**src/hw/rtl/pckg_pkg.sv**
```systemverilog
`default_nettype none
// ----------------------------------------------------------------------------
// pckg_pkg
// Shared types, constants and the arctangent table of the pose change
// keyframe gate.
// ----------------------------------------------------------------------------
package pckg_pkg;

    // defaults and limits
    localparam int ANGLE_ITER_DEFAULT = 16;
    localparam int ATAN_LEN           = 24;
    localparam int ATAN_W             = 22;
    localparam int ZW                 = 26;
    localparam int DEG180_Q16         = 11796480;
    localparam int QUEUE_DEPTH        = 2;

    // configuration port
    localparam int CFG_IDX_W = 2;
    localparam logic [CFG_IDX_W-1:0] CFG_DIST_THR = 2'd0;
    localparam logic [CFG_IDX_W-1:0] CFG_ANG_THR  = 2'd1;
    localparam logic [31:0] DIST_THR_RESET = 32'd6554;
    localparam logic [14:0] ANG_THR_RESET  = 15'd640;

    // input word
    typedef struct packed {
        logic signed [15:0] quat_x;
        logic signed [15:0] quat_y;
        logic signed [15:0] quat_z;
        logic signed [15:0] quat_w;
        logic signed [31:0] pos_x;
        logic signed [31:0] pos_y;
        logic signed [31:0] pos_z;
    } pose_in_t;

    // result word
    typedef struct packed {
        logic signed [15:0] out_quat_x;
        logic signed [15:0] out_quat_y;
        logic signed [15:0] out_quat_z;
        logic signed [15:0] out_quat_w;
        logic signed [31:0] out_pos_x;
        logic signed [31:0] out_pos_y;
        logic signed [31:0] out_pos_z;
    } pose_out_t;

    // classified pose handed from front to back
    typedef struct packed {
        pose_in_t           pose;
        logic signed [31:0] m00;
        logic signed [31:0] m10;
        logic signed [31:0] m20;
        logic signed [31:0] m21;
        logic signed [31:0] m22;
        logic        [63:0] pos_sq;
    } work_t;

    // atan(2^-i) in degrees, 16 fraction bits
    function automatic logic [ATAN_W-1:0] atan_deg_q16(input logic [4:0] idx);
        logic [ATAN_W-1:0] v;
        unique case (idx)
            5'd0:    v = 22'd2949120;
            5'd1:    v = 22'd1740967;
            5'd2:    v = 22'd919879;
            5'd3:    v = 22'd466945;
            5'd4:    v = 22'd234379;
            5'd5:    v = 22'd117304;
            5'd6:    v = 22'd58666;
            5'd7:    v = 22'd29335;
            5'd8:    v = 22'd14668;
            5'd9:    v = 22'd7334;
            5'd10:   v = 22'd3667;
            5'd11:   v = 22'd1833;
            5'd12:   v = 22'd917;
            5'd13:   v = 22'd458;
            5'd14:   v = 22'd229;
            5'd15:   v = 22'd115;
            5'd16:   v = 22'd57;
            5'd17:   v = 22'd29;
            5'd18:   v = 22'd14;
            5'd19:   v = 22'd7;
            5'd20:   v = 22'd4;
            5'd21:   v = 22'd2;
            5'd22:   v = 22'd1;
            default: v = 22'd0;
        endcase
        return v;
    endfunction

endpackage
`default_nettype wire

```
**src/hw/rtl/pckg_queue.sv**
```systemverilog
`default_nettype none
// ----------------------------------------------------------------------------
// pckg_queue
// Short queue of classified poses between the front and the back.
// ----------------------------------------------------------------------------
module pckg_queue (
    input  wire logic             aclk,
    input  wire logic             aresetn,
    input  wire logic             push,
    input  wire pckg_pkg::work_t  push_data,
    output logic                  q_ready,
    output logic                  q_valid,
    output pckg_pkg::work_t       q_data,
    input  wire logic             pop
);

    localparam int DEPTH = pckg_pkg::QUEUE_DEPTH;
    localparam int PW    = $clog2(DEPTH);
    localparam int CW    = $clog2(DEPTH + 1);

    pckg_pkg::work_t  mem [DEPTH];
    logic [PW-1:0]    wr_ptr_reg, rd_ptr_reg;
    logic [CW-1:0]    count_reg;
    logic             do_push, do_pop;

    assign q_ready = (count_reg != CW'(DEPTH));
    assign q_valid = (count_reg != '0);
    assign q_data  = mem[rd_ptr_reg];
    assign do_push = push && q_ready;
    assign do_pop  = pop && q_valid;

    // pointers and fill level
    always_ff @(posedge aclk) begin
        if (!aresetn) begin
            wr_ptr_reg <= '0;
            rd_ptr_reg <= '0;
            count_reg  <= '0;
        end else begin
            if (do_push) begin
                wr_ptr_reg <= (wr_ptr_reg == PW'(DEPTH - 1)) ? '0 : wr_ptr_reg + 1'b1;
            end
            if (do_pop) begin
                rd_ptr_reg <= (rd_ptr_reg == PW'(DEPTH - 1)) ? '0 : rd_ptr_reg + 1'b1;
            end
            if (do_push && !do_pop) begin
                count_reg <= count_reg + 1'b1;
            end else if (do_pop && !do_push) begin
                count_reg <= count_reg - 1'b1;
            end
        end
    end

    // storage
    always_ff @(posedge aclk) begin
        if (do_push) begin
            mem[wr_ptr_reg] <= push_data;
        end
    end

endmodule
`default_nettype wire

```
**config.mk**
```make
export PLATFORM = sky130hd
export DESIGN_NAME = pckg_queue
export DESIGN_NICKNAME = d
export VERILOG_FILES = /design/src/hw/rtl/pckg_pkg.sv /design/src/hw/rtl/pckg_queue.sv
export SDC_FILE = /design/constraint.sdc
export NUM_CORES = 1
export LEC_CHECK = 0
export BUFFER_PORTS_ARGS = -buffer_cell sky130_fd_sc_hd__buf_2
export CORE_AREA = 2 2 300 302
export DETAILED_ROUTE_END_ITERATION = 10
export DIE_AREA = 0 0 302 304
export PLACE_DENSITY_LB_ADDON = 0.25
export SYNTH_ARGS = -nofsm -noshare
export SYNTH_HDL_FRONTEND = slang
export SYNTH_SLANG_ARGS = --single-unit
```
**constraint.sdc**
```tcl
create_clock -name aclk -period 11.2 [get_ports aclk]
set_input_delay 1.12 -clock aclk [delete_from_list [all_inputs] [get_ports aclk]]
set_output_delay 1.12 -clock aclk [all_outputs]
set_load 0.05 [all_outputs]
```
Word-level counts from Yosys, hierarchy flattened:

Memory sizes are Yosys's and may differ from the RTL's. A register that Yosys moved wholly into a read port is not among the register bits.
Cells that the tools add are included.

* register bits: 4
* memory bits (writable): 768
* input bits: 388
* memories kept: 1

Memory list
* mem: words 2, bits a word 384, read ports 1, clocked after Yosys merged registers in 1, write ports 1, RTL line pckg_queue.sv:21 `pckg_pkg::work_t mem [DEPTH];`

* add/subtract/negate cells: 4
* equality and inequality tests: 1
* multiplexer cells: 8
* reductions and logical operators: 8

Operators with widths (number)
* $mux W1: 6
* $logic_and A1 B1 Y1: 4
* $mux W2: 2
* $reduce_bool A2 Y1: 2
* $add A1 B1 Y1 const B: 2
* $add A2 B1 Y2 const B: 1
* $logic_not A1 Y1: 2
* $ne A2 B2 Y1 const B: 1
* $sub A2 B1 Y2 const B: 1

Depth between registers and ports, before layout:

* depth in word-level cells: 6
* mapped depth: 6
* gate-level depth less buffers: 6

Worst setup path after synthesis:

No wires, ideal clock.

* path type: input to register
* start point: input port push
* end point: memory mem[1][0] in the netlist's numbering, enable pin
* arrival time: 9.885 ns
* path slack: 0.516 ns
* stages on the path: 1
* buffers on the path: 0
* cell sequence: and3_1

* word-level cells in the longest chain between the ends: 3

Ends and longest elaborated chain
* start: declaration: RTL line pckg_queue.sv:9 `input wire logic push,`
* $logic_and A1 B1 Y1: RTL line pckg_queue.sv:29 `assign do_push = push && q_ready;`
* $mux W1: RTL line pckg_queue.sv:55 `if (do_push) begin`
* $mux W1 (not written as such): RTL line pckg_queue.sv:56 `mem[wr_ptr_reg] <= push_data;`
* end: declaration: RTL line pckg_queue.sv:21

No other way between the ends.

==> results.sh <==
export IMPL_status="complete, no violations"
export IMPL_largest_reg_flops=768
export IMPL_muxShareOfSynthArea_pct=19.2
export IMPL_synth_seq_cells=773
export IMPL_dr_total_vias=14400
export IMPL_p_per_area_nw_per_um2=270
export IMPL_total_power_mw=10.1
export IMPL_finalSetupViolCount=0
export IMPL_cts_buffers=85
export IMPL_die_x_um=302
export IMPL_synth_seq_area_share_pct=78.5
export IMPL_synth_fa_ha_area_share_pct=0.0424
export IMPL_port_buffers=773
export IMPL_stdcell_count=3309
export IMPL_leakage_nw=14.4
export IMPL_grt_max_degree=157
export IMPL_wl_per_cell_um=20.6
export IMPL_ys_warn_count=0
export IMPL_netlist_area_sq_um=29500
export IMPL_synthTopCellsByArea="edfxtp_1, mux2_4, buf_6, mux2_2, buf_8"
export IMPL_io_pins=774
export IMPL_antenna_found_initial=27
export IMPL_cts_resized_gates=0
export IMPL_hold_viol=0
export IMPL_yosys_area_top_type_share_pct=78.1
export IMPL_postSynthAreaPerCell_sq_um=24.2
export IMPL_crit_path_end_kind="output pin"
export IMPL_clock_sinks=773
export IMPL_drv_cap=0
export IMPL_synth_compound_area_share_pct=0.119
export IMPL_clock_latency_ns=0.64
export IMPL_timing_slew_headroom_pct=22.7
export IMPL_core_area_sq_um=89000
export IMPL_clk_path_buf_depth=3
export IMPL_area_growth_pct=26.5
export IMPL_ant_nets=0
export IMPL_start_util_pct=33.1
export IMPL_final_nets=2437
export IMPL_clk_pin_slew_ns=0.06
export IMPL_min_period_over_period_pct=44.4
export IMPL_skew_ns=0.0177
export IMPL_synth_top_area_cell="edfxtp_1"
export IMPL_tns_ns=0
export IMPL_vias_per_cell=4.36
export IMPL_htreeDepth=3
export IMPL_crit_arrival_ns=3.85
export IMPL_netlist_instances=1219
export IMPL_min_path_type="register to register"
export IMPL_min_path_cells=2
export IMPL_synthSimpleGateAreaFrac_pct=0.220
export IMPL_overflow=0
export IMPL_synth_top_family_by_area="multiplexers"
export IMPL_reg2reg_depth=5
export IMPL_final_cell_mix="buf_2, edfxtp_1, mux2_4, clkbuf_16, mux2_2"
export IMPL_dp_cells=3137
export IMPL_min_period_ns=4.97
export IMPL_rows=110
export IMPL_track_usage_pct=14.4
export IMPL_max_freq_ghz=0.201
export IMPL_drc=0
export IMPL_yosysUniqueCellTypes=23
export IMPL_rsz0062_at_grt="no"
export IMPL_synth_xor_xnor_area_share_pct=0.0890
export IMPL_r2r_start="count_reg[0]"
export IMPL_first_pass_iters=4
export IMPL_dieArea_sq_um=91800
export IMPL_dp_hpwl_mm=46.6
export IMPL_finish_utilization_pct=41.9
export IMPL_tightest_slew_ns=1.16
export IMPL_cts_post_setup_buffers_inserted=0
export IMPL_ir_drop_uv=173
export IMPL_drv_slew=0
export IMPL_required_ns=10.08
export IMPL_min_from="count_reg[1]"
export IMPL_layout_commonest_cell="buf_2"
export IMPL_gp_congestion=0.798
export IMPL_cts_root_buffer="clkbuf_16"
export IMPL_dr_first_iter_drc_count=747
export IMPL_cp_max_fo=126
export IMPL_drive_above_1_share_pct=61.3
export IMPL_syn_num_nets=1608
export IMPL_path_class="register to output pin"
export IMPL_grt_pass1_wl_mm=97.5
export IMPL_cts_tree="yes"
export IMPL_die_y_um=304
export IMPL_hold_buffers=0
export IMPL_grt_pass1_vias=15500
export IMPL_drt_wl_total_mm=68.3
export IMPL_worstSetupStartpointType="register"
-- stage by stage --
stage | cell area, sq um | setup slack [ns] | hold WS, ns
3_3_place_gp | 34500 | 6.71 | 0.531
5_1_grt | 37300 | 5.99 | 0.614
4_1_cts | 37300 | 6.09 | 0.567
6_report | 37300 | 6.23 | 0.566
2_1_floorplan | 29500 | 0.516 | 0.512
3_5_place_dp | 34500 | 6.71 | 0.558
-- layer usage --
| metal | GRT usage (%) | share of wire [%] | vias up |
|---|---|---|---|
| li1 | - | - | 6574 |
| met5 | 0 | 0.22 | - |
| met2 | 25.5 | 53 | 513 |
| met1 | 14.8 | 35 | 7181 |
| met3 | 5.53 | 8.9 | 142 |
| met4 | 7.06 | 3.3 | 24 |
-- power by group --
| group | internal (mW) | switching [mW] | total (mW) | leakage, nW |
|---|---|---|---|---|
| combinational | 1.10 | 2.47 | 3.56 | 5.83 |
| sequential | 3.62 | 0.0987 | 3.72 | 7.21 |
| clock | 1.68 | 1.13 | 2.80 | 1.36 |
| total | 6.39 | 3.69 | 10.1 | 14.4 |
-- Yosys cell counts --
cell      number
mux2_4       360
nand2b_4       1
and2_1         4
xnor2_1        2
or2_2          1
ha_1           1
o21ai_0        1
o21ai_1        1
a21boi_1       1
buf_2          2
buf_8         11
buf_12         2
edfxtp_1     768
inv_1          1
mux2_2        24
a21bo_2        1
nand3b_1       1
and3_1         1
xor2_1         1
buf_6         28
a21boi_0       1
dfxtp_1        5
or3_1          1
-- kinds of logic (layout without fill, tap and decap cells) --
group,Yosys count,in the layout
other cells,0,14
simple gates,9,9
compound gates,5,5
flops,773,773
mux,384,384
xor+xnor,3,3
fa+ha+maj,1,1
buf+inv,44,944
-- critical path: stages, from the launching register on --
cell	delay [ns]
dfxtp_4	0.68
buf_12	0.69
buf_4	1.00
mux2_2	0.41
buf_2	0.21
-- path summary, 6_finish.rpt --
kind,end,slack [ns]
setup / recovery,q_data[2],6.23
hold / removal,count_reg[1],0.57
setup reg to reg,mem[0][161],7.38
hold reg to reg,count_reg[1],0.57
-- area by class of cell --
| cell class | instances | area (sq um) |
|---|---|---|
| fill | 7925 | 51700 |
| sequential | 773 | 23200 |
| multi-input combinational | 402 | 5820 |
| timing repair buffer | 785 | 4000 |
| clock buffer | 106 | 2270 |
| tap | 1176 | 1470 |
| clock inverter | 52 | 553 |
| antenna | 14 | 35.0 |
| inverter | 1 | 11.3 |
(Power assumes the default switching activity.)
