[src/hw/rtl/pckg_pkg.sv]
`default_nettype none
// ----------------------------------------------------------------------------
// pckg_pkg
// Shared types, constants and the arctangent table of the pose change
// keyframe gate.
// ----------------------------------------------------------------------------
package pckg_pkg;

    // defaults and limits
    localparam int ANGLE_ITER_DEFAULT = 16;
    localparam int ATAN_LEN           = 24;
    localparam int ATAN_W             = 22;
    localparam int ZW                 = 26;
    localparam int DEG180_Q16         = 11796480;
    localparam int QUEUE_DEPTH        = 2;

    // configuration port
    localparam int CFG_IDX_W = 2;
    localparam logic [CFG_IDX_W-1:0] CFG_DIST_THR = 2'd0;
    localparam logic [CFG_IDX_W-1:0] CFG_ANG_THR  = 2'd1;
    localparam logic [31:0] DIST_THR_RESET = 32'd6554;
    localparam logic [14:0] ANG_THR_RESET  = 15'd640;

    // input word
    typedef struct packed {
        logic signed [15:0] quat_x;
        logic signed [15:0] quat_y;
        logic signed [15:0] quat_z;
        logic signed [15:0] quat_w;
        logic signed [31:0] pos_x;
        logic signed [31:0] pos_y;
        logic signed [31:0] pos_z;
    } pose_in_t;

    // result word
    typedef struct packed {
        logic signed [15:0] out_quat_x;
        logic signed [15:0] out_quat_y;
        logic signed [15:0] out_quat_z;
        logic signed [15:0] out_quat_w;
        logic signed [31:0] out_pos_x;
        logic signed [31:0] out_pos_y;
        logic signed [31:0] out_pos_z;
    } pose_out_t;

    // classified pose handed from front to back
    typedef struct packed {
        pose_in_t           pose;
        logic signed [31:0] m00;
        logic signed [31:0] m10;
        logic signed [31:0] m20;
        logic signed [31:0] m21;
        logic signed [31:0] m22;
        logic        [63:0] pos_sq;
    } work_t;

    // atan(2^-i) in degrees, 16 fraction bits
    function automatic logic [ATAN_W-1:0] atan_deg_q16(input logic [4:0] idx);
        logic [ATAN_W-1:0] v;
        unique case (idx)
            5'd0:    v = 22'd2949120;
            5'd1:    v = 22'd1740967;
            5'd2:    v = 22'd919879;
            5'd3:    v = 22'd466945;
            5'd4:    v = 22'd234379;
            5'd5:    v = 22'd117304;
            5'd6:    v = 22'd58666;
            5'd7:    v = 22'd29335;
            5'd8:    v = 22'd14668;
            5'd9:    v = 22'd7334;
            5'd10:   v = 22'd3667;
            5'd11:   v = 22'd1833;
            5'd12:   v = 22'd917;
            5'd13:   v = 22'd458;
            5'd14:   v = 22'd229;
            5'd15:   v = 22'd115;
            5'd16:   v = 22'd57;
            5'd17:   v = 22'd29;
            5'd18:   v = 22'd14;
            5'd19:   v = 22'd7;
            5'd20:   v = 22'd4;
            5'd21:   v = 22'd2;
            5'd22:   v = 22'd1;
            default: v = 22'd0;
        endcase
        return v;
    endfunction

endpackage
`default_nettype wire

[src/hw/rtl/pckg_front.sv]
`default_nettype none
// ----------------------------------------------------------------------------
// pckg_front
// Accepts a pose word, forms the quaternion products and the squared position
// with one shared multiplier, builds the rotation matrix terms and queues them.
// ----------------------------------------------------------------------------
module pckg_front (
    input  wire logic              aclk,
    input  wire logic              aresetn,
    input  wire logic              s_valid,
    output logic                   s_ready,
    input  wire pckg_pkg::pose_in_t s_data,
    output logic                   push,
    output pckg_pkg::work_t        push_data,
    input  wire logic              q_ready
);

    localparam logic [1:0] F_IDLE = 2'd0;
    localparam logic [1:0] F_MUL  = 2'd1;
    localparam logic [1:0] F_PUSH = 2'd2;

    // product tags
    localparam logic [3:0] T_WW = 4'd0;
    localparam logic [3:0] T_XX = 4'd1;
    localparam logic [3:0] T_YY = 4'd2;
    localparam logic [3:0] T_ZZ = 4'd3;
    localparam logic [3:0] T_XY = 4'd4;
    localparam logic [3:0] T_ZW = 4'd5;
    localparam logic [3:0] T_XZ = 4'd6;
    localparam logic [3:0] T_YW = 4'd7;
    localparam logic [3:0] T_YZ = 4'd8;
    localparam logic [3:0] T_XW = 4'd9;
    localparam logic [3:0] T_PX = 4'd10;
    localparam logic [3:0] T_PY = 4'd11;
    localparam logic [3:0] T_PZ = 4'd12;
    localparam int NUM_QP = 10;

    logic [1:0]          state_reg, state_next;
    logic [3:0]          cnt_reg, cnt_next;
    logic                pvld_reg, pvld_next;
    logic [3:0]          tag_reg;
    logic signed [63:0]  prod_reg;
    logic signed [31:0]  qp_reg [NUM_QP];
    logic [63:0]         psq_reg;
    pckg_pkg::pose_in_t  pose_reg;
    logic signed [31:0]  mul_a, mul_b;
    logic signed [33:0]  s00, s10, s20, s21, s22, t00, t10, t20, t21, t22;

    // operand select
    always_comb begin
        mul_a = '0;
        mul_b = '0;
        unique case (cnt_reg)
            T_WW: begin mul_a = 32'(pose_reg.quat_w); mul_b = 32'(pose_reg.quat_w); end
            T_XX: begin mul_a = 32'(pose_reg.quat_x); mul_b = 32'(pose_reg.quat_x); end
            T_YY: begin mul_a = 32'(pose_reg.quat_y); mul_b = 32'(pose_reg.quat_y); end
            T_ZZ: begin mul_a = 32'(pose_reg.quat_z); mul_b = 32'(pose_reg.quat_z); end
            T_XY: begin mul_a = 32'(pose_reg.quat_x); mul_b = 32'(pose_reg.quat_y); end
            T_ZW: begin mul_a = 32'(pose_reg.quat_z); mul_b = 32'(pose_reg.quat_w); end
            T_XZ: begin mul_a = 32'(pose_reg.quat_x); mul_b = 32'(pose_reg.quat_z); end
            T_YW: begin mul_a = 32'(pose_reg.quat_y); mul_b = 32'(pose_reg.quat_w); end
            T_YZ: begin mul_a = 32'(pose_reg.quat_y); mul_b = 32'(pose_reg.quat_z); end
            T_XW: begin mul_a = 32'(pose_reg.quat_x); mul_b = 32'(pose_reg.quat_w); end
            T_PX: begin mul_a = pose_reg.pos_x; mul_b = pose_reg.pos_x; end
            T_PY: begin mul_a = pose_reg.pos_y; mul_b = pose_reg.pos_y; end
            T_PZ: begin mul_a = pose_reg.pos_z; mul_b = pose_reg.pos_z; end
            default: begin mul_a = '0; mul_b = '0; end
        endcase
    end

    // rotation matrix terms, floor shifted
    always_comb begin
        s00 = 34'(qp_reg[T_WW]) + 34'(qp_reg[T_XX]) - 34'(qp_reg[T_YY]) - 34'(qp_reg[T_ZZ]);
        s22 = 34'(qp_reg[T_WW]) - 34'(qp_reg[T_XX]) - 34'(qp_reg[T_YY]) + 34'(qp_reg[T_ZZ]);
        s10 = 34'(qp_reg[T_XY]) + 34'(qp_reg[T_ZW]);
        s20 = 34'(qp_reg[T_XZ]) - 34'(qp_reg[T_YW]);
        s21 = 34'(qp_reg[T_YZ]) + 34'(qp_reg[T_XW]);
        t00 = s00 >>> 2;
        t22 = s22 >>> 2;
        t10 = s10 >>> 1;
        t20 = s20 >>> 1;
        t21 = s21 >>> 1;
        push_data.pose   = pose_reg;
        push_data.m00    = t00[31:0];
        push_data.m10    = t10[31:0];
        push_data.m20    = t20[31:0];
        push_data.m21    = t21[31:0];
        push_data.m22    = t22[31:0];
        push_data.pos_sq = psq_reg;
    end

    // sequencer
    always_comb begin
        state_next = state_reg;
        cnt_next   = cnt_reg;
        pvld_next  = 1'b0;
        s_ready    = 1'b0;
        push       = 1'b0;
        unique case (state_reg)
            F_IDLE: begin
                s_ready = 1'b1;
                cnt_next = '0;
                if (s_valid) begin
                    state_next = F_MUL;
                end
            end
            F_MUL: begin
                if (cnt_reg <= T_PZ) begin
                    pvld_next = 1'b1;
                    cnt_next  = cnt_reg + 4'd1;
                end
                if (pvld_reg && tag_reg == T_PZ) begin
                    state_next = F_PUSH;
                end
            end
            F_PUSH: begin
                if (q_ready) begin
                    push       = 1'b1;
                    state_next = F_IDLE;
                end
            end
            default: state_next = F_IDLE;
        endcase
    end

    always_ff @(posedge aclk) begin
        if (!aresetn) begin
            state_reg <= F_IDLE;
            cnt_reg   <= '0;
            pvld_reg  <= 1'b0;
        end else begin
            state_reg <= state_next;
            cnt_reg   <= cnt_next;
            pvld_reg  <= pvld_next;
        end
    end

    // multiplier, product store and word capture
    always_ff @(posedge aclk) begin
        prod_reg <= mul_a * mul_b;
        tag_reg  <= cnt_reg;
        if (s_valid && s_ready) begin
            pose_reg <= s_data;
            psq_reg  <= '0;
        end else if (pvld_reg) begin
            if (tag_reg < T_PX) begin
                qp_reg[tag_reg] <= prod_reg[31:0];
            end else begin
                psq_reg <= psq_reg + 64'(prod_reg);
            end
        end
    end

endmodule
`default_nettype wire

[config.mk]
export PLATFORM = sky130hd
export DESIGN_NAME = pckg_front
export DESIGN_NICKNAME = d
export VERILOG_FILES = /design/src/hw/rtl/pckg_pkg.sv /design/src/hw/rtl/pckg_front.sv
export SDC_FILE = /design/constraint.sdc
export NUM_CORES = 2
export LEC_CHECK = 0
export ABC_AREA = 0
export BUFFER_PORTS_ARGS = -buffer_cell sky130_fd_sc_hd__buf_4
export CAP_MARGIN = 15
export CORE_MARGIN = 1.5
export CORE_UTILIZATION = 53
export CTS_CLUSTER_SIZE = 24
export DETAILED_ROUTE_END_ITERATION = 7
export PLACE_DENSITY_LB_ADDON = 0.2
export SLEW_MARGIN = 20
export SYNTH_ARGS = -nofsm -noshare
export SYNTH_HDL_FRONTEND = slang
export SYNTH_SLANG_ARGS = --single-unit
[constraint.sdc]
create_clock -name aclk -period 16.3 [get_ports aclk]
set_input_delay 0 -clock aclk [delete_from_list [all_inputs] [get_ports aclk]]
set_output_delay 0 -clock aclk [all_outputs]
set_load 0.02 [all_outputs]
---- Word level (Yosys, flattened, before mapping) ----
Memories as Yosys holds them, arrays and structs flattened.
Cells that the tools add are included.
word-level totals
  memories kept ........................... 1
  bits in writable memories ............... 320
  input bits .............................. 164
  register bits after elaboration ......... 299
  word-level logic and storage cells ...... 79
  output and inout bits ................... 386
memory list
  memory  depth  bits a word  read ports  clocked after Yosys merged registers in  wr ports  RTL line          RTL
  qp_reg  10     32           10          0                                        1         pckg_front.sv:43  logic signed [31:0] qp_reg [NUM_QP];
operators by class
  multiply operators ...................... 1
  equal/unequal tests ..................... 19
  $add $sub $neg .......................... 11
  reduce and logical (&&, ||, !) cells .... 15
  order comparisons ....................... 2
  bitwise gates (word level) .............. 1
  multiplexer cells ....................... 16
operators with widths
  operator                                                         count
  32-bit one-hot mux with 7 select lines                           2
  32-bit by 32-bit adder with 33-bit output                        3
  33-bit by 32-bit subtractor with 34-bit output                   2
  32-bit by 32-bit subtractor with 33-bit output                   2
  64-bit adder                                                     1
  32-bit by 32-bit multiplier with 64-bit output                   1
  34-bit by 32-bit adder with 34-bit output                        1
  34-bit by 32-bit subtractor with 34-bit output                   1
  4-bit == test, second input constant                             6
  4-bit by 3-bit == test with 1-bit output, second input constant  4
  4-bit by 2-bit == test with 1-bit output, second input constant  2
  1-bit two-way mux                                                8
  2-bit inequality test, second input constant                     4
  4-bit one-hot mux with 2 select lines                            1
  4-bit OR reduction                                               2
  2-bit two-way mux                                                3
  2-bit one-hot mux with 3 select lines                            1
  2-bit AND reduction                                              3
  3-bit OR reduction                                               2
  4-bit by 1-bit adder with 4-bit output, second input constant    1
  4-bit by 1-bit == test with 1-bit output, second input constant  1
  4-bit less-or-equal comparator, second input constant            1
  4-bit logical NOT                                                1
  4-bit < comparator, second input constant                        1
  other kinds (9)                                                  11

---- Logic depth before layout (Yosys ltp) ----
  depth in word-level cells ............... 5
  gate-level depth with buffers ........... 39
  gate-level depth less buffers ........... 35

---- Worst setup path after synthesis ----
Ideal clock, no wire load.
  path type ............................... register -> register
  start ................................... reg cnt_reg[0]
  end ..................................... reg prod_reg[62]
  path buffers ............................ 4
  clock period less this slack ............ 9405 ps
  data required time ...................... 16228 ps
  cell stages (with the launch flop) ...... 37
  arrival ................................. 9333 ps
  setup slack ............................. 6895 ps
  setup time .............................. 72 ps
  path through ............................ dfxtp_1 > inv_1 > ha_1 > o211ai_1 > nand2_1 > a222oi_1 > a21boi_1 > clkbuf_1 > nand2_1 > clkbuf_1 > buf_1 > nand2_1 > inv_1 > fa_1 > fa_1 > fa_1 > fa_1 > inv_1 > fa_1 > inv_1 > fa_1 > inv_1 > fa_1 > inv_1 > fa_1 > ha_1 > clkbuf_1 > a21oi_1 > nor2b_1 > o21a_1 > o21a_1 > o21ai_1 > nand2b_1 > a21o_1 > a21o_1 > a41oi_1 > xnor2_1
between the ends
  word-level cells in the longest chain between the ends .. 4
  elaborated cells between the ends (all ways) .. 22
  classes of those cells .................. mul (1); eq/ne (12); mux (2); reduce/logical (7)
RTL lines
  item                                                        RTL line           RTL
  start, declared                                             pckg_front.sv:39   logic [3:0] cnt_reg, cnt_next;
  start signal, assigned                                      pckg_front.sv:133  cnt_reg <= cnt_next;
  4-bit == test, or another cell as far along                 pckg_front.sv:53   unique case (cnt_reg)
  4-bit OR reduction (no line), or another cell as far along  --
  32-bit one-hot mux with 7 select lines                      pckg_front.sv:53
  32-bit by 32-bit multiplier with 64-bit output *            pckg_front.sv:140  prod_reg <= mul_a * mul_b;
  end signal, assigned                                        pckg_front.sv:140
  end, declared                                               pckg_front.sv:42   logic signed [63:0] prod_reg;
Every way passes the cells marked *; elsewhere a longest branch is shown, timed or not.
A chain may end at the register's enable or synchronous reset.

---- Worst setup path in the final report ----
  start ................................... reg cnt_reg[2]
  end ..................................... reg prod_reg[62]
Same word-level chain as after synthesis.

==> load_flow_metrics.sql <==
INSERT INTO impl_metrics (metric_group, metric, value, unit) VALUES
('route', 'postRouteAntennaNets', '0', ''),
('yosys', 'post-synth-top-area-fraction', '0.354', ''),
('critical_path', 'setup.worst_path.start_class', 'flip-flop', ''),
('timing', 'final.min_clock_period', '11250', 'ps'),
('finish', 'multi_input_gate_area', '46100', 'um2'),
('critical_path', 'timing.reg2reg.setup_slack', '5050', 'ps'),
('clocking', 'clock_tree.root_cell', 'sky130_fd_sc_hd__clkbuf_16', ''),
('timing', 'peak_freq', '88.9', 'MHz'),
('route', 'dr_vias_cell', '5.80', ''),
('clocking', 'cts-htree-levels', '3', ''),
('timing', 'final.setup.tns', '0', 'ps'),
('yosys', 'ys.flop_type', 'sky130_fd_sc_hd__edfxtp_1', ''),
('run_status', 'status', 'completed', ''),
('yosys', 'synth_sequential_area_ratio', '0.250', ''),
('die', 'die_y', '363', 'um'),
('die', 'die-width', '363', 'um'),
('critical_path', 'cp_data_arrival_time', '11860', 'ps'),
('critical_path', 'timing_worst_setup_path_type', 'flip-flop to flip-flop', ''),
('clocking', 'postCtsSetupBuffers', '0', ''),
('hold_path', 'hold_path_startpoint', 's_data[116]', ''),
('finish', 'drive_gt1_frac', '0.113', ''),
('critical_path', 'critical_path.top_delay_family', 'adder cells', ''),
('place', 'globalplace.congestion', '0.984', ''),
('critical_path', 'cp_num_buf_inv', '8', ''),
('timing', 'setup_repair_after_global_routing_missed_its_margin', 'false', ''),
('critical_path', 'timing.critical_path.mode_cell', 'sky130_fd_sc_hd__fa_1', ''),
('finish', 'design.final.nets', '9249', ''),
('place', 'dp_hpwl', '181', 'mm'),
('finish', 'largest_reg_flops', '320', ''),
('critical_path', 'slowest_delay', '1020', 'ps'),
('route', 'drt_pass1_iterations', '7', ''),
('critical_path', 'cp-end-kind', 'flip-flop', ''),
('clocking', 'cts.clk_slew.worst_paths', '60', 'ps'),
('die', 'floorplan.die_area', '132000', 'um2'),
('yosys', 'netlist_instances', '6804', ''),
('yosys', 'synth_top_area_cell', 'sky130_fd_sc_hd__fa_1', ''),
('global_route', 'track_usage', '0.357', ''),
('clocking', 'cts.path.max_buffers', '3', ''),
('yosys', 'compound_cell_area_share_of_the_yosys_netlist', '0.0878', ''),
('global_route', 'grt_start_max_net_pins', '98', ''),
('die', 'placement_rows', '131', ''),
('timing', 'setup_viol', '0', ''),
('finish', 'area_occupied_by_registers', '17200', 'um2'),
('route', 'vias', '53700', ''),
('hold_path', 'hold_path.class', 'input pin to flip-flop', ''),
('clocking', 'cts_sinks', '619', ''),
('yosys', 'area_share_of_xor_xnor_cells_in_the_synthesized_design', '0.0315', ''),
('route', 'postRouteWirelength', '233', 'mm'),
('yosys', 'synth.cell_area', '68700', 'um2'),
('clocking', 'cts_buffers', '71', ''),
('yosys', 'post_synth_fa_ha_maj_area_fraction', '0.429', ''),
('critical_path', 'regToRegStartpoint', 'cnt_reg[2]', ''),
('global_route', 'number_of_global_route_vias_before_repair', '55600', ''),
('die', 'ioPinCount', '550', ''),
('route', 'first_iter_violations', '4830', ''),
('timing', 'clock-skew-final', '30.6', 'ps'),
('yosys', 'synth.mux.area_fraction', '0.00102', ''),
('die', 'initial_core_util', '0.536', ''),
('finish', 'synthToLayoutAreaGrowth', '15.5', '%'),
('critical_path', 'worst_r2r_end', 'prod_reg[62]', ''),
('critical_path', 'required_time_of_the_critical_path', '16910', 'ps'),
('hold_path', 'worstHoldEndpoint', 'push_data[340]', ''),
('timing', 'timing.final.hold_violations', '0', ''),
('finish', 'leading_cell_types_in_the_layout_fill_and_taps_excluded', '1214 x sky130_fd_sc_hd__fa_1, 1190 x sky130_fd_sc_hd__inv_1, 803 x sky130_fd_sc_hd__nand2_1', ''),
('yosys', 'ys.warnings.count', '0', ''),
('critical_path', 'slowest_cell_on_the_critical_path', 'sky130_fd_sc_hd__a222oi_1', ''),
('timing', 'tightest_slew', '1230', 'ps'),
('route', 'drt_drc_violations_left', '0', ''),
('critical_path', 'worstRegToRegCells', '32', ''),
('finish', 'fillCellCount', '10500', ''),
('global_route', 'antenna_found_initial', '4', '');
==> synthesized netlist by cell type, types with 91 or more instances <==
master,count
sky130_fd_sc_hd__dfxtp_1,139
sky130_fd_sc_hd__fa_1,1214
sky130_fd_sc_hd__inv_1,1190
sky130_fd_sc_hd__clkbuf_1,248
sky130_fd_sc_hd__nor2_1,711
sky130_fd_sc_hd__ha_1,410
sky130_fd_sc_hd__nand2_1,808
sky130_fd_sc_hd__o21ai_0,91
sky130_fd_sc_hd__a21o_1,125
sky130_fd_sc_hd__a21oi_1,262
sky130_fd_sc_hd__xnor2_1,167
sky130_fd_sc_hd__edfxtp_1,480
==> final cells by class <==
| type | count | area share |
|---|---|---|
| multi-input cells | 4714 | 0.581 |
| flip-flops and latches | 619 | 0.217 |
| repair buffers | 859 | 0.0868 |
| inverters | 1196 | 0.0567 |
| well taps | 1729 | 0.0273 |
| clock buffers | 87 | 0.0241 |
| clock inverters | 43 | 0.00690 |
| diodes | 4 | 0.000126 |
==> worst reg2reg max path: cells and delay by family, from the launching register on <==
family          cells  cell delay, ps
xor+xnor            1             150
compound gates      8            2290
flops               1             780
fa+ha+maj           9            4740
buf+inv             8            1460
simple gates        6            1760
==> worst max-delay path by stage <==
| stage | end | slack, ps | depth (start not counted) | start |
|---|---|---|---|---|
| after CTS | prod_reg[62] | 5270 | 32 | cnt_reg[2] |
| final | prod_reg[62] | 5050 | 32 | cnt_reg[2] |
| after global placement | prod_reg[62] | 5240 | 32 | cnt_reg[2] |
| after detailed placement | prod_reg[62] | 5280 | 32 | cnt_reg[2] |
| after global routing | prod_reg[62] | 4700 | 32 | cnt_reg[2] |
| after floorplan | prod_reg[62] | 6890 | 36 | cnt_reg[0] |
==> stage by stage <==
step	util	instance area, um2	instances	hold WS, ps	setup WS [ps]
final	0.619	79300	9251	34.7	5050
after global routing	0.619	79300	9249	19.6	4700
after CTS	0.619	79300	9247	0.0787	5270
after detailed placement	0.586	75100	8941	179	5280
after global placement	0.586	75000	8939	178	5240
after floorplan	-	68700	6804	98.9	6890
==> metal layers <==
| metal | wire, um | track usage | vias up |
|---|---|---|---|
| li1 | - | - | 23000 |
| met4 | 15900 | 0.199 | 4 |
| met3 | 26800 | 0.107 | 759 |
| met2 | 106000 | 0.571 | 3031 |
| met1 | 84100 | 0.431 | 26900 |
| met5 | 23 | 0 | - |
==> cells by family (layout without fill, tap and decap cells) <==
kind of cell,Yosys count,after routing
and+or+nand+nor,1928,1928
adders and majority gates,1624,1624
buffers and inverters,1471,2185
AOI/OAI and AO/OA,908,908
DFF,619,619
xor gates and xnor gates,247,247
muxes,7,7
other,0,4
Power is not shown: default switching activity piles up to over one toggle a cycle in this logic, so the estimate is an artifact.
